===== config.mk =====
export PLATFORM = sky130hd
export DESIGN_NAME = two_set_table_engine_flat
export DESIGN_NICKNAME = d
export VERILOG_FILES = /design/src/hw/rtl/tste_pkg.sv /design/src/hw/rtl/tste_req_if.sv /design/src/hw/rtl/tste_rsp_if.sv /design/src/hw/rtl/two_set_table_engine.sv /design/src/flat_wrapper.sv
export SDC_FILE = /design/constraint.sdc
export NUM_CORES = 2
export LEC_CHECK = 0
export ABC_AREA = 0
export BUFFER_PORTS_ARGS = -buffer_cell sky130_fd_sc_hd__buf_2
export CELL_PAD_IN_SITES_DETAIL_PLACEMENT = 1
export CELL_PAD_IN_SITES_GLOBAL_PLACEMENT = 1
export CORE_UTILIZATION = 58
export CTS_CLUSTER_SIZE = 30
export DETAILED_ROUTE_END_ITERATION = 8
export GPL_ROUTABILITY_DRIVEN = 0
export GPL_TIMING_DRIVEN = 1
export PLACE_DENSITY = 0.85
export SYNTH_ARGS = -nofsm -noshare
export SYNTH_HDL_FRONTEND = slang
export SYNTH_SLANG_ARGS = --single-unit

===== constraint.sdc =====
create_clock -name clk -period 11.4 [get_ports clk]
set_input_delay 1.71 -clock clk [delete_from_list [all_inputs] [get_ports clk]]
set_output_delay 1.71 -clock clk [all_outputs]
set_load 0.005 [all_outputs]

===== src/hw/rtl/tste_pkg.sv =====
// shared types and constants of the two-set table engine
package tste_pkg;

	// defaults for the top-level parameters
	localparam int DEPTH_DEF      = 16;
	localparam int ELEM_WIDTH_DEF = 32;

	// fixed widths of the channel fields
	localparam int REQ_W   = 3;
	localparam int VALUE_W = 32;
	localparam int COUNT_W = 5;

	// request codes
	typedef enum logic [REQ_W-1:0] {
		REQ_INSERT  = 3'd0,
		REQ_REMOVE  = 3'd1,
		REQ_UNION   = 3'd2,
		REQ_INTER   = 3'd3,
		REQ_DIFF    = 3'd4,
		REQ_COMPARE = 3'd5
	} req_code_t;

	// sequencer states
	typedef enum logic [2:0] {
		S_IDLE,
		S_LOOKUP,
		S_OUTER,
		S_INNER,
		S_KEEP,
		S_REPLY
	} state_t;

endpackage


===== src/hw/rtl/tste_req_if.sv =====
// request channel of the two-set table engine
interface tste_req_if;
	import tste_pkg::*;

	logic                      valid;
	logic                      ready;
	logic [REQ_W-1:0]          req_type;
	logic                      which_set;
	logic signed [VALUE_W-1:0] value;

	modport source (output valid, req_type, which_set, value, input ready);
	modport sink (input valid, req_type, which_set, value, output ready);
endinterface


===== src/hw/rtl/tste_rsp_if.sv =====
// result channel of the two-set table engine
interface tste_rsp_if;
	import tste_pkg::*;

	logic                      valid;
	logic                      ready;
	logic signed [VALUE_W-1:0] elem_value;
	logic                      last;
	logic                      run_empty;
	logic                      a_in_b;
	logic                      b_in_a;
	logic                      sets_equal;
	logic                      rejected_full;
	logic [COUNT_W-1:0]        count_after;

	modport source (output valid, elem_value, last, run_empty, a_in_b, b_in_a, sets_equal,
		rejected_full, count_after, input ready);
	modport sink (input valid, elem_value, last, run_empty, a_in_b, b_in_a, sets_equal,
		rejected_full, count_after, output ready);
endinterface


===== src/hw/rtl/two_set_table_engine.sv =====
// two-set table engine: two insertion-ordered sets with insert, remove and set operations
//
// Requests arrive on the req channel (valid/ready, one transfer per request); results
// leave on the rsp channel, one transfer per result item, the final one marked by last.
// Insert and remove give one item with count_after (and rejected_full for a dropped
// insert). Union, intersection and difference stream their elements in order, or one
// item with run_empty when the result holds none. Compare gives one item with the subset
// and equality flags. Request codes 6 and 7 are taken and dropped without a result.
// One equality comparator is shared by every scan, so the time a request takes grows with
// the set sizes: insert or remove scans one set, intersection and difference scan B for
// each element of A, and union and compare also scan A for each element of B.
// A new request is taken only once the sequencer is back in idle.
// The result register holds one item; while the receiver stalls it holds, and the
// sequencer waits whenever it has a further item to hand over.
// Reset (arst_n low) empties both sets and drops any result in flight; entry storage is
// not cleared, only entries below the count are ever read.
module two_set_table_engine #(
	parameter int DEPTH      = tste_pkg::DEPTH_DEF,
	parameter int ELEM_WIDTH = tste_pkg::ELEM_WIDTH_DEF
) (
	input  logic        clk,
	input  logic        arst_n,
	tste_req_if.sink    req,
	tste_rsp_if.source  rsp
);
	import tste_pkg::*;

	localparam int CNT_W = $clog2(DEPTH + 1);
	localparam int IDX_W = (DEPTH > 1) ? $clog2(DEPTH) : 1;

	// set storage and counts
	logic [ELEM_WIDTH-1:0] set_a_q [DEPTH];
	logic [ELEM_WIDTH-1:0] set_b_q [DEPTH];
	logic [CNT_W-1:0]      cnt_a_q, cnt_b_q;

	// sequencer registers
	state_t                state_q, state_d;
	req_code_t             req_q;
	logic                  sel_q;
	logic [ELEM_WIDTH-1:0] val_q;
	logic [CNT_W-1:0]      i_q, j_q;
	logic                  phase_q;
	logic                  found_q;
	logic                  ab_q, ba_q;
	logic                  rej_q;
	logic [ELEM_WIDTH-1:0] pend_q;
	logic                  pend_valid_q;

	// result register
	logic                      out_valid_q;
	logic signed [VALUE_W-1:0] out_elem_q;
	logic                      out_last_q, out_empty_q, out_ab_q, out_ba_q, out_eq_q, out_rej_q;
	logic [COUNT_W-1:0]        out_cnt_q;

	// datapath signals
	logic [CNT_W-1:0]      cur_cnt, x_cnt, y_cnt, scan_cnt;
	logic [IDX_W-1:0]      addr_a, addr_b;
	logic [ELEM_WIDTH-1:0] rd_a, rd_b, x_elem, y_elem, cmp_x, cmp_y;
	logic                  cmp_eq, j_live, hit;
	logic [2*VALUE_W-1:0]  val_sx;
	logic [ELEM_WIDTH+VALUE_W-1:0] pend_ext;
	logic [CNT_W+COUNT_W-1:0]      cnt_ext;

	// control signals
	logic accept, slot_free, keep, keep_stall, emit_pend, emit_reply;
	logic outer_end, phase_more, lookup_done, inner_done;
	logic                      out_last_d, out_empty_d, out_ab_d, out_ba_d, out_eq_d, out_rej_d;
	logic signed [VALUE_W-1:0] out_elem_d;
	logic [COUNT_W-1:0]        out_cnt_d;

	// read ports and the shared comparator
	always_comb begin
		cur_cnt = sel_q ? cnt_b_q : cnt_a_q;
		x_cnt   = phase_q ? cnt_b_q : cnt_a_q;
		y_cnt   = phase_q ? cnt_a_q : cnt_b_q;
		if (state_q == S_LOOKUP) begin
			addr_a   = j_q[IDX_W-1:0];
			addr_b   = j_q[IDX_W-1:0];
			scan_cnt = cur_cnt;
		end else if (!phase_q) begin
			addr_a   = i_q[IDX_W-1:0];
			addr_b   = j_q[IDX_W-1:0];
			scan_cnt = y_cnt;
		end else begin
			addr_a   = j_q[IDX_W-1:0];
			addr_b   = i_q[IDX_W-1:0];
			scan_cnt = y_cnt;
		end
		rd_a   = set_a_q[addr_a];
		rd_b   = set_b_q[addr_b];
		x_elem = phase_q ? rd_b : rd_a;
		y_elem = phase_q ? rd_a : rd_b;
		cmp_x  = (state_q == S_LOOKUP) ? val_q : x_elem;
		cmp_y  = (state_q == S_LOOKUP) ? (sel_q ? rd_b : rd_a) : y_elem;
		cmp_eq = (cmp_x == cmp_y);
		j_live = (j_q < scan_cnt);
		hit    = j_live && cmp_eq;
	end

	// value widening and narrowing to and from the element width
	assign val_sx   = {{VALUE_W{req.value[VALUE_W-1]}}, req.value};
	assign pend_ext = {{VALUE_W{1'b0}}, pend_q};
	assign cnt_ext  = {{COUNT_W{1'b0}}, cur_cnt};

	// next state
	always_comb begin
		state_d = state_q;
		case (state_q)
			S_IDLE: begin
				if (req.valid) begin
					if (req.req_type inside {REQ_INSERT, REQ_REMOVE})
						state_d = S_LOOKUP;
					else if (req.req_type inside {REQ_UNION, REQ_INTER, REQ_DIFF, REQ_COMPARE})
						state_d = S_OUTER;
				end
			end
			S_LOOKUP: begin
				if (lookup_done)
					state_d = S_REPLY;
			end
			S_OUTER: begin
				if (!outer_end)
					state_d = S_INNER;
				else if (!phase_more)
					state_d = S_REPLY;
			end
			S_INNER: begin
				if (inner_done)
					state_d = S_KEEP;
			end
			S_KEEP: begin
				if (!keep_stall)
					state_d = S_OUTER;
			end
			S_REPLY: begin
				if (slot_free)
					state_d = S_IDLE;
			end
			default: state_d = S_IDLE;
		endcase
	end

	// sequencer outputs and the result item being built
	always_comb begin
		req.ready   = (state_q == S_IDLE);
		accept      = req.valid && req.ready;
		slot_free   = !out_valid_q || rsp.ready;
		lookup_done = (state_q == S_LOOKUP) && (!j_live || cmp_eq);
		inner_done  = !j_live || cmp_eq;
		outer_end   = (i_q == x_cnt);
		phase_more  = !phase_q && (req_q == REQ_UNION || req_q == REQ_COMPARE);
		case (req_q)
			REQ_UNION: keep = !phase_q || !found_q;
			REQ_INTER: keep = found_q;
			REQ_DIFF:  keep = !found_q;
			default:   keep = 1'b0;
		endcase
		keep_stall = keep && pend_valid_q && !slot_free;
		emit_pend  = (state_q == S_KEEP) && keep && pend_valid_q && slot_free;
		emit_reply = (state_q == S_REPLY) && slot_free;

		out_elem_d  = '0;
		out_last_d  = 1'b0;
		out_empty_d = 1'b0;
		out_ab_d    = 1'b0;
		out_ba_d    = 1'b0;
		out_eq_d    = 1'b0;
		out_rej_d   = 1'b0;
		out_cnt_d   = '0;
		if (emit_pend) begin
			out_elem_d = pend_ext[VALUE_W-1:0];
		end else begin
			out_last_d = 1'b1;
			case (req_q)
				REQ_INSERT, REQ_REMOVE: begin
					out_rej_d = rej_q;
					out_cnt_d = cnt_ext[COUNT_W-1:0];
				end
				REQ_COMPARE: begin
					out_ab_d = ab_q;
					out_ba_d = ba_q;
					out_eq_d = ab_q && ba_q;
				end
				default: begin
					if (pend_valid_q)
						out_elem_d = pend_ext[VALUE_W-1:0];
					else
						out_empty_d = 1'b1;
				end
			endcase
		end
	end

	// entry storage: append on insert, close the gap on remove
	always_ff @(posedge clk) begin
		if (state_q == S_LOOKUP && !j_live && req_q == REQ_INSERT &&
				cur_cnt != CNT_W'(DEPTH)) begin
			if (sel_q)
				set_b_q[cur_cnt[IDX_W-1:0]] <= val_q;
			else
				set_a_q[cur_cnt[IDX_W-1:0]] <= val_q;
		end
		if (state_q == S_LOOKUP && hit && req_q == REQ_REMOVE) begin
			for (int k = 0; k < DEPTH - 1; k++) begin
				if (CNT_W'(k) >= j_q) begin
					if (sel_q)
						set_b_q[k] <= set_b_q[k+1];
					else
						set_a_q[k] <= set_a_q[k+1];
				end
			end
		end
	end

	// sequencer and counts
	always_ff @(posedge clk or negedge arst_n) begin
		if (!arst_n) begin
			state_q      <= S_IDLE;
			cnt_a_q      <= '0;
			cnt_b_q      <= '0;
			req_q        <= REQ_INSERT;
			sel_q        <= 1'b0;
			val_q        <= '0;
			i_q          <= '0;
			j_q          <= '0;
			phase_q      <= 1'b0;
			found_q      <= 1'b0;
			ab_q         <= 1'b1;
			ba_q         <= 1'b1;
			rej_q        <= 1'b0;
			pend_valid_q <= 1'b0;
		end else begin
			state_q <= state_d;
			case (state_q)
				S_IDLE: begin
					if (accept) begin
						req_q        <= req_code_t'(req.req_type);
						sel_q        <= req.which_set;
						val_q        <= val_sx[ELEM_WIDTH-1:0];
						i_q          <= '0;
						j_q          <= '0;
						phase_q      <= 1'b0;
						ab_q         <= 1'b1;
						ba_q         <= 1'b1;
						rej_q        <= 1'b0;
						pend_valid_q <= 1'b0;
					end
				end
				S_LOOKUP: begin
					if (hit) begin
						if (req_q == REQ_REMOVE) begin
							if (sel_q)
								cnt_b_q <= cnt_b_q - 1'b1;
							else
								cnt_a_q <= cnt_a_q - 1'b1;
						end
					end else if (!j_live) begin
						if (req_q == REQ_INSERT) begin
							if (cur_cnt == CNT_W'(DEPTH))
								rej_q <= 1'b1;
							else if (sel_q)
								cnt_b_q <= cnt_b_q + 1'b1;
							else
								cnt_a_q <= cnt_a_q + 1'b1;
						end
					end else begin
						j_q <= j_q + 1'b1;
					end
				end
				S_OUTER: begin
					j_q <= '0;
					if (outer_end && phase_more) begin
						phase_q <= 1'b1;
						i_q     <= '0;
					end
				end
				S_INNER: begin
					if (inner_done)
						found_q <= hit;
					else
						j_q <= j_q + 1'b1;
				end
				S_KEEP: begin
					if (!keep_stall) begin
						i_q <= i_q + 1'b1;
						if (keep)
							pend_valid_q <= 1'b1;
						if (req_q == REQ_COMPARE && !found_q) begin
							if (phase_q)
								ba_q <= 1'b0;
							else
								ab_q <= 1'b0;
						end
					end
				end
				S_REPLY: begin
					if (slot_free)
						pend_valid_q <= 1'b0;
				end
				default: ;
			endcase
		end
	end

	// pending element held back until it is known whether it is the last
	always_ff @(posedge clk) begin
		if (state_q == S_KEEP && keep && !keep_stall)
			pend_q <= x_elem;
	end

	// result register valid
	always_ff @(posedge clk or negedge arst_n) begin
		if (!arst_n) begin
			out_valid_q <= 1'b0;
		end else if (emit_pend || emit_reply) begin
			out_valid_q <= 1'b1;
		end else if (rsp.ready) begin
			out_valid_q <= 1'b0;
		end
	end

	// result register payload
	always_ff @(posedge clk) begin
		if (emit_pend || emit_reply) begin
			out_elem_q  <= out_elem_d;
			out_last_q  <= out_last_d;
			out_empty_q <= out_empty_d;
			out_ab_q    <= out_ab_d;
			out_ba_q    <= out_ba_d;
			out_eq_q    <= out_eq_d;
			out_rej_q   <= out_rej_d;
			out_cnt_q   <= out_cnt_d;
		end
	end

	assign rsp.valid         = out_valid_q;
	assign rsp.elem_value    = out_elem_q;
	assign rsp.last          = out_last_q;
	assign rsp.run_empty     = out_empty_q;
	assign rsp.a_in_b        = out_ab_q;
	assign rsp.b_in_a        = out_ba_q;
	assign rsp.sets_equal    = out_eq_q;
	assign rsp.rejected_full = out_rej_q;
	assign rsp.count_after   = out_cnt_q;

	// counts never pass the capacity
	assert property (@(posedge clk) disable iff (!arst_n)
		(cnt_a_q <= CNT_W'(DEPTH)) && (cnt_b_q <= CNT_W'(DEPTH)))
		else $error("set count beyond capacity");

	// a rejected insert only ever happens on a full set
	assert property (@(posedge clk) disable iff (!arst_n)
		(state_q == S_REPLY && rej_q) |-> (cur_cnt == CNT_W'(DEPTH)))
		else $error("insert rejected on a set that is not full");

	// only union, intersection and difference hold back an element
	assert property (@(posedge clk) disable iff (!arst_n)
		pend_valid_q |-> (req_q == REQ_UNION || req_q == REQ_INTER || req_q == REQ_DIFF))
		else $error("pending element outside a set operation");

	// a new request is never taken while an element is still held back
	assert property (@(posedge clk) disable iff (!arst_n)
		(state_q == S_REPLY && slot_free) |=> !pend_valid_q)
		else $error("pending element left over after the final result");

endmodule

===== src/flat_wrapper.sv =====
// flat-port wrapper written by rule: the top's interface ports become plain ports
module two_set_table_engine_flat import tste_pkg::*;
#(
	parameter int DEPTH      = tste_pkg::DEPTH_DEF,
	parameter int ELEM_WIDTH = tste_pkg::ELEM_WIDTH_DEF
)
  (clk, arst_n, req_valid, req_req_type, req_which_set, req_value, req_ready, rsp_valid, rsp_elem_value, rsp_last, rsp_run_empty, rsp_a_in_b, rsp_b_in_a, rsp_sets_equal, rsp_rejected_full, rsp_count_after, rsp_ready);
  tste_req_if req_i ();
  tste_rsp_if rsp_i ();
  input  logic clk;
  input  logic arst_n;
  input wire logic [$bits(req_i.valid)-1:0] req_valid;
  input wire logic [$bits(req_i.req_type)-1:0] req_req_type;
  input wire logic [$bits(req_i.which_set)-1:0] req_which_set;
  input wire logic [$bits(req_i.value)-1:0] req_value;
  output wire logic [$bits(req_i.ready)-1:0] req_ready;
  output wire logic [$bits(rsp_i.valid)-1:0] rsp_valid;
  output wire logic [$bits(rsp_i.elem_value)-1:0] rsp_elem_value;
  output wire logic [$bits(rsp_i.last)-1:0] rsp_last;
  output wire logic [$bits(rsp_i.run_empty)-1:0] rsp_run_empty;
  output wire logic [$bits(rsp_i.a_in_b)-1:0] rsp_a_in_b;
  output wire logic [$bits(rsp_i.b_in_a)-1:0] rsp_b_in_a;
  output wire logic [$bits(rsp_i.sets_equal)-1:0] rsp_sets_equal;
  output wire logic [$bits(rsp_i.rejected_full)-1:0] rsp_rejected_full;
  output wire logic [$bits(rsp_i.count_after)-1:0] rsp_count_after;
  input wire logic [$bits(rsp_i.ready)-1:0] rsp_ready;
  assign req_i.valid = req_valid;
  assign req_i.req_type = req_req_type;
  assign req_i.which_set = req_which_set;
  assign req_i.value = req_value;
  assign req_ready = req_i.ready;
  assign rsp_valid = rsp_i.valid;
  assign rsp_elem_value = rsp_i.elem_value;
  assign rsp_last = rsp_i.last;
  assign rsp_run_empty = rsp_i.run_empty;
  assign rsp_a_in_b = rsp_i.a_in_b;
  assign rsp_b_in_a = rsp_i.b_in_a;
  assign rsp_sets_equal = rsp_i.sets_equal;
  assign rsp_rejected_full = rsp_i.rejected_full;
  assign rsp_count_after = rsp_i.count_after;
  assign rsp_i.ready = rsp_ready;
  two_set_table_engine #(.DEPTH(DEPTH), .ELEM_WIDTH(ELEM_WIDTH)) u_core (.clk(clk), .arst_n(arst_n), .req(req_i), .rsp(rsp_i));
endmodule

; ---- Yosys cells after proc, flatten, opt, wreduce, memory -nomap -nowiden
; Memory sizes are Yosys's and may differ from the RTL's.
; Cells that the tools add are included.
[word_totals]
reg_bits = 141
ram_bits = 1024
wordCells = 330
mem_count = 2
[op_classes]
n_addsub = 6
n_lt_le_gt_ge = 16
eq_ne = 41
n_mux = 176
bitwise_logic = 3
reduce_logical = 62
[mem_list]
columns = memory, depth, width, rd, rd_clocked_by_memory_dff, write_ports, line
row1 = u_core.set_a_q, 16, 32, 16, 0, 15, two_set_table_engine.sv:32  ; logic [ELEM_WIDTH-1:0] set_a_q [DEPTH];
row2 = u_core.set_b_q, 16, 32, 16, 0, 15, two_set_table_engine.sv:33  ; logic [ELEM_WIDTH-1:0] set_b_q [DEPTH];
[op_table]
columns = operator, n
row1 = $mux 32, 10
row2 = $mux 5, 24
row3 = $mux 1, 118
row4 = $reduce_or 32->1, 2
row5 = $ge 4x5->1 const A, 7
row6 = $eq 32x32->1, 1
row7 = $mux 3, 9
row8 = $mux 4, 6
row9 = $ne 2x1->1 const B, 11
row10 = $add 5x1->5 const B, 4
row11 = $ge 3x5->1 const A, 4
row12 = $pmux 5 s4, 1
row13 = $reduce_and 5->1, 4
row14 = $logic_and 1x1->1, 19
row15 = $eq 3x2->1 const B, 6
row16 = $eq 3x3->1 const B, 6
row17 = $ne 2x2->1 const B, 9
row18 = $pmux 3 s6, 1
row19 = $reduce_and 6->1, 3
row20 = $pmux 5 s3, 1
row21 = $reduce_bool 2->1, 6
row22 = $ge 1x5->1 const A, 2
row23 = $ge 2x5->1 const A, 2
row24 = $sub 5x1->5 const B, 2
row25 = other kinds (22), 46

; ---- Logic depth before layout (Yosys ltp)
; An unclocked memory read counts as a cell.
[depth]
ltp_word = 13
ltp_mapped = 25

; ---- Worst setup path after synthesis
; No wires, ideal clock.
[synth_timing]
kind = register -> register
startpoint = register u_core.state_q[2]
endpoint = memory u_core.set_b_q[13][0] in the netlist's numbering, enable pin
setup_ns = 0.466
arrival_ns = 5.997
slack_ns = 4.937
stages_incl_launch_ff = 17
path_buffers = 3
synth_period_minus_slack_ns = 6.463
cell_sequence = dfrtp_1 -> buf_2 -> nor3b_4 -> buf_6 -> clkbuf_1 -> mux2i_1 -> a21oi_1 -> ha_1 -> o21a_1 -> o21a_1 -> o21a_1 -> o21a_1 -> nor2_1 -> or4_1 -> nor2_1 -> nand2_1 -> o21ai_0
[synth_lines]
columns = element, line
row1 = "start, declared", two_set_table_engine.sv:37  ; state_t state_q, state_d;
row2 = "start signal, assigned", two_set_table_engine.sv:233  ; state_q <= state_d;
row3 = "end, declared", two_set_table_engine.sv:33

==> results.yml <==
logic_synthesis:
  synth_edf_count: 1099
  synth_top_area_cell: "edfxtp_1"
  synth.distinct_cells: 96
  synth.area.top_cells: "edfxtp_1, mux2_2, mux2i_1, mux2_1, dfrtp_1"
  ys.warnings.count: 0
  yosysSeqAreaShare_pct: 54.7
  synth_ff_type: "edfxtp_1"
  syn-num-nets: 4799
  synth-async-reset-ratio_pct: 5.67
  ys_ff_latch: 1165
  yosys.area.top_type_share_pct: 52.1
  syn_area_sq_um: 63400
  synth_area_per_cell_sq_um: 13.4
  syn_inst: 4743
global_routing:
  grt_start_max_net_pins: 132
  grt_busiest_layer: "met2"
  gr-total-overflow: 0
  first_global_vias: 47400
  antenna_found_initial: 9
  gr-usage-met1_pct: 52.6
  track_usage_pct: 40.7
  met2_usage_pct: 61.9
  grt_pass1_wl_um: 331000
  use_met3_pct: 11.3
clock_tree:
  clock_sinks: 1165
  cts_setup_buffers: 0
  cts_root_buffer: "clkbuf_16"
  cts_buffer_depth: 3
  cts_tree: "yes"
  insertion_delay_ns: 0.77
  ctsResizeCount: 0
  postCtsHoldBufs: 0
  htree_levels: 3
  path_clk_slew_ns: 0.07
  cts_inserted_buffers: 120
worst_hold_path:
  min_path_cells: 1
  min_path_type: "reg -> reg"
route:
  drt_iter0_drc: 6375
  wirelength_um: 228000
  firstDrtPassIters: 8
  remaining_drc_errors: 0
  wl_per_cell_um: 37.0
  postRouteAntennaNets: 0
  viasPerCell: 7.51
  num_vias: 46200
power:
  p_leak_uw: 0.0231
  p_comb_share_pct: 43.7
  power.density_nw_per_um2: 257
  switching_share_pct: 38.9
  p_int_uw: 10800
  vdd_drop_max_mv: 0.228
  finalPower_uw: 17600
  switchingPower_uw: 6840
  p_seq_share_pct: 32.5
  clkPwrFrac_pct: 23.7
finish:
  area_growth_pct: 8.23
  final_cell_mix: "edfxtp_1, mux2_2, mux2i_1"
  fin_nets: 4710
  final_cells: 6155
  layout_commonest_cell: "edfxtp_1"
  stdcell_area_sq_um: 68600
  drive_gt1_share_pct: 28.2
setup_path:
  path_max_fanout: 33
  critical_path_buf_inv_count: 3
  ff2ff_setup_slack_ns: 2.17
  crit_end: "u_core.set_a_q[2][6]"
  r2r_cells: 14
  worstPathRequired_ns: 11.75
  crit_start: "u_core.state_q[0]"
  arrival_ns: 9.58
  max_stage_delay_ns: 1.44
  crit_chain: "nor3b_4, buf_4, o211a_1, nand2_1, o311ai_0, buf_4, mux2i_1, a221oi_1, or3_1, or4_1, nor4_4, buf_4, nand3_2, o21ai_4"
  end_kind: "flip-flop"
  worst-path-stages: 14
  crit_type: "reg -> reg"
  cp_top_family: "simple AND/OR/NAND/NOR gates"
  r2r-start: "u_core.state_q[0]"
  critPathSlowestCell: "o311ai_0"
  cp-start-kind: "flip-flop"
  r2r-end: "u_core.set_a_q[2][6]"
  cpMostUsedCell: "buf_4"
floorplanning:
  die_w_um: 333
  start_util_pct: 58.8
  fp.dieH_um: 333
  ios: 85
  die-area_sq_um: 111000
  core_area_sq_um: 108000
  rows: 120
job:
  maxCapViolCount: 0
placement:
  dp_cells: 5935
  placed_area_sq_um: 64500
  numPortBuffers: 84
  hpwl_um: 138000
timing:
  fmax_mhz: 108
  fin_worst_skew_ns: 0.0439
  tns_ns: 0
  finalCritPeriodShare_pct: 81.0
  slew_headroom_pct: 3.50
  rsz0062_at_grt: "false"
  drv_slew: 0
  setup_viol: 0
  tightest_slew_ns: 1.45
  fin_crit_ns: 9.23
  finalHoldViolations: 0
run_status:
  status: "finished clean"
cell type report:
class	instances	area, sq um
Antenna cell	5	12.5
Clock buffer	156	3250
Clock inverter	59	756
Fill cell	9979	39100
Inverter	39	146
Multi-Input combinational cell	3099	26500
Sequential cell	1165	34700
Tap cell	1403	1760
Timing Repair Buffer	229	1540
power by group through the flow:
stage	Clock [uW]	Sequential, uW	Combinational, uW
floorplan	0	5610	4460
global placement	0	5780	6830
detailed placement	0	5790	7190
CTS	4170	5710	7360
global route	4300	5730	7880
finish	4180	5730	7700
layer usage:
layer / share of wire, % / vias to the layer above / routed length (um)
li1: - / 18000 / -
met2: 45 / 3746 / 102000
met1: 36 / 23500 / 83100
met3: 12 / 930 / 28400
met5: 0.011 / - / 24
met4: 6.4 / 4 / 14600
cells in the mapped netlist (14+ instances only):
cell type and instances:
nand3_1 94, buf_1 23, a31oi_1 15, o221ai_1 41, buf_4 80, mux2_4 100
nor4_1 26, a21boi_0 16, a32oi_1 23, nor2_1 124, inv_1 37, mux2_2 705
and3_1 24, nor3_1 18, o211ai_1 19, a22oi_1 24, edfxtp_1 1099, a211oi_1 16
ha_1 14, nand4_1 23, and2_1 49, mux2_1 205, xnor2_1 34, xor2_1 33
buf_2 120, o21ai_0 113, a221o_1 18, a21oi_1 147, a221oi_1 47, dfrtp_1 64
clkbuf_1 166, nand2_1 425, o22ai_1 108, o221a_2 14, buf_6 37, mux2i_1 431
flip-flops by register name, indices dropped and copies added (netlist names), 3 cells and up:
| signal | count |
|---|---|
| u_core.cnt_a_q | 5 |
| u_core.cnt_b_q | 5 |
| u_core.i_q | 5 |
| u_core.j_q | 5 |
| u_core.pend_q | 32 |
| u_core.req_q | 3 |
| u_core.rsp.count_after | 5 |
| u_core.rsp.elem_value | 32 |
| u_core.set_a_q | 512 |
| u_core.set_b_q | 512 |
| u_core.state_q | 3 |
| u_core.val_q | 32 |
worst min-delay path by stage:
stage	end	slack (ns)	startpoint
6_report	u_core.val_q[16]	0.51	u_core.val_q[16]
4_1_cts	u_core.val_q[10]	0.51	u_core.val_q[10]
3_3_place_gp	u_core.ab_q	0.48	u_core.ab_q
5_1_grt	u_core.val_q[10]	0.53	u_core.val_q[10]
2_1_floorplan	u_core.set_a_q[15][0]	0.44	u_core.val_q[0]
3_5_place_dp	u_core.val_q[10]	0.50	u_core.val_q[10]
worst register-to-register path, cell delays in order, from the launching register on:
cell,delay [ns]
dfrtp_1,0.74
nor3b_4,0.34
buf_4,0.35
o211a_1,0.78
nand2_1,0.92
o311ai_0,1.45
buf_4,0.35
mux2i_1,0.21
a221oi_1,0.09
or3_1,0.45
or4_1,0.61
nor4_4,0.29
buf_4,0.34
nand3_2,0.93
o21ai_4,0.95
logic make-up after synthesis:
| kind of cell | count (synthesis) | share of synthesized area (%) |
|---|---|---|
| and+or+nand+nor | 879 | 6.76 |
| muxes | 1441 | 25.4 |
| xor gates and xnor gates | 67 | 0.926 |
| AOI/OAI and AO/OA | 696 | 7.62 |
| adders and majority gates | 16 | 0.340 |
| DFF | 1165 | 54.7 |
| buffers and inverters | 479 | 4.30 |
metrics by stage:
stage | hold slack (ns) | util, % | setup slack [ns]
2_1_floorplan | 0.440 | - | 4.94
3_3_place_gp | 0.475 | 60.0 | 2.97
3_5_place_dp | 0.498 | 60.0 | 2.83
4_1_cts | 0.513 | 63.7 | 2.65
5_1_grt | 0.526 | 63.7 | 2.14
6_report | 0.514 | 63.7 | 2.17
Note: power is estimated with default switching activity, not from simulation.
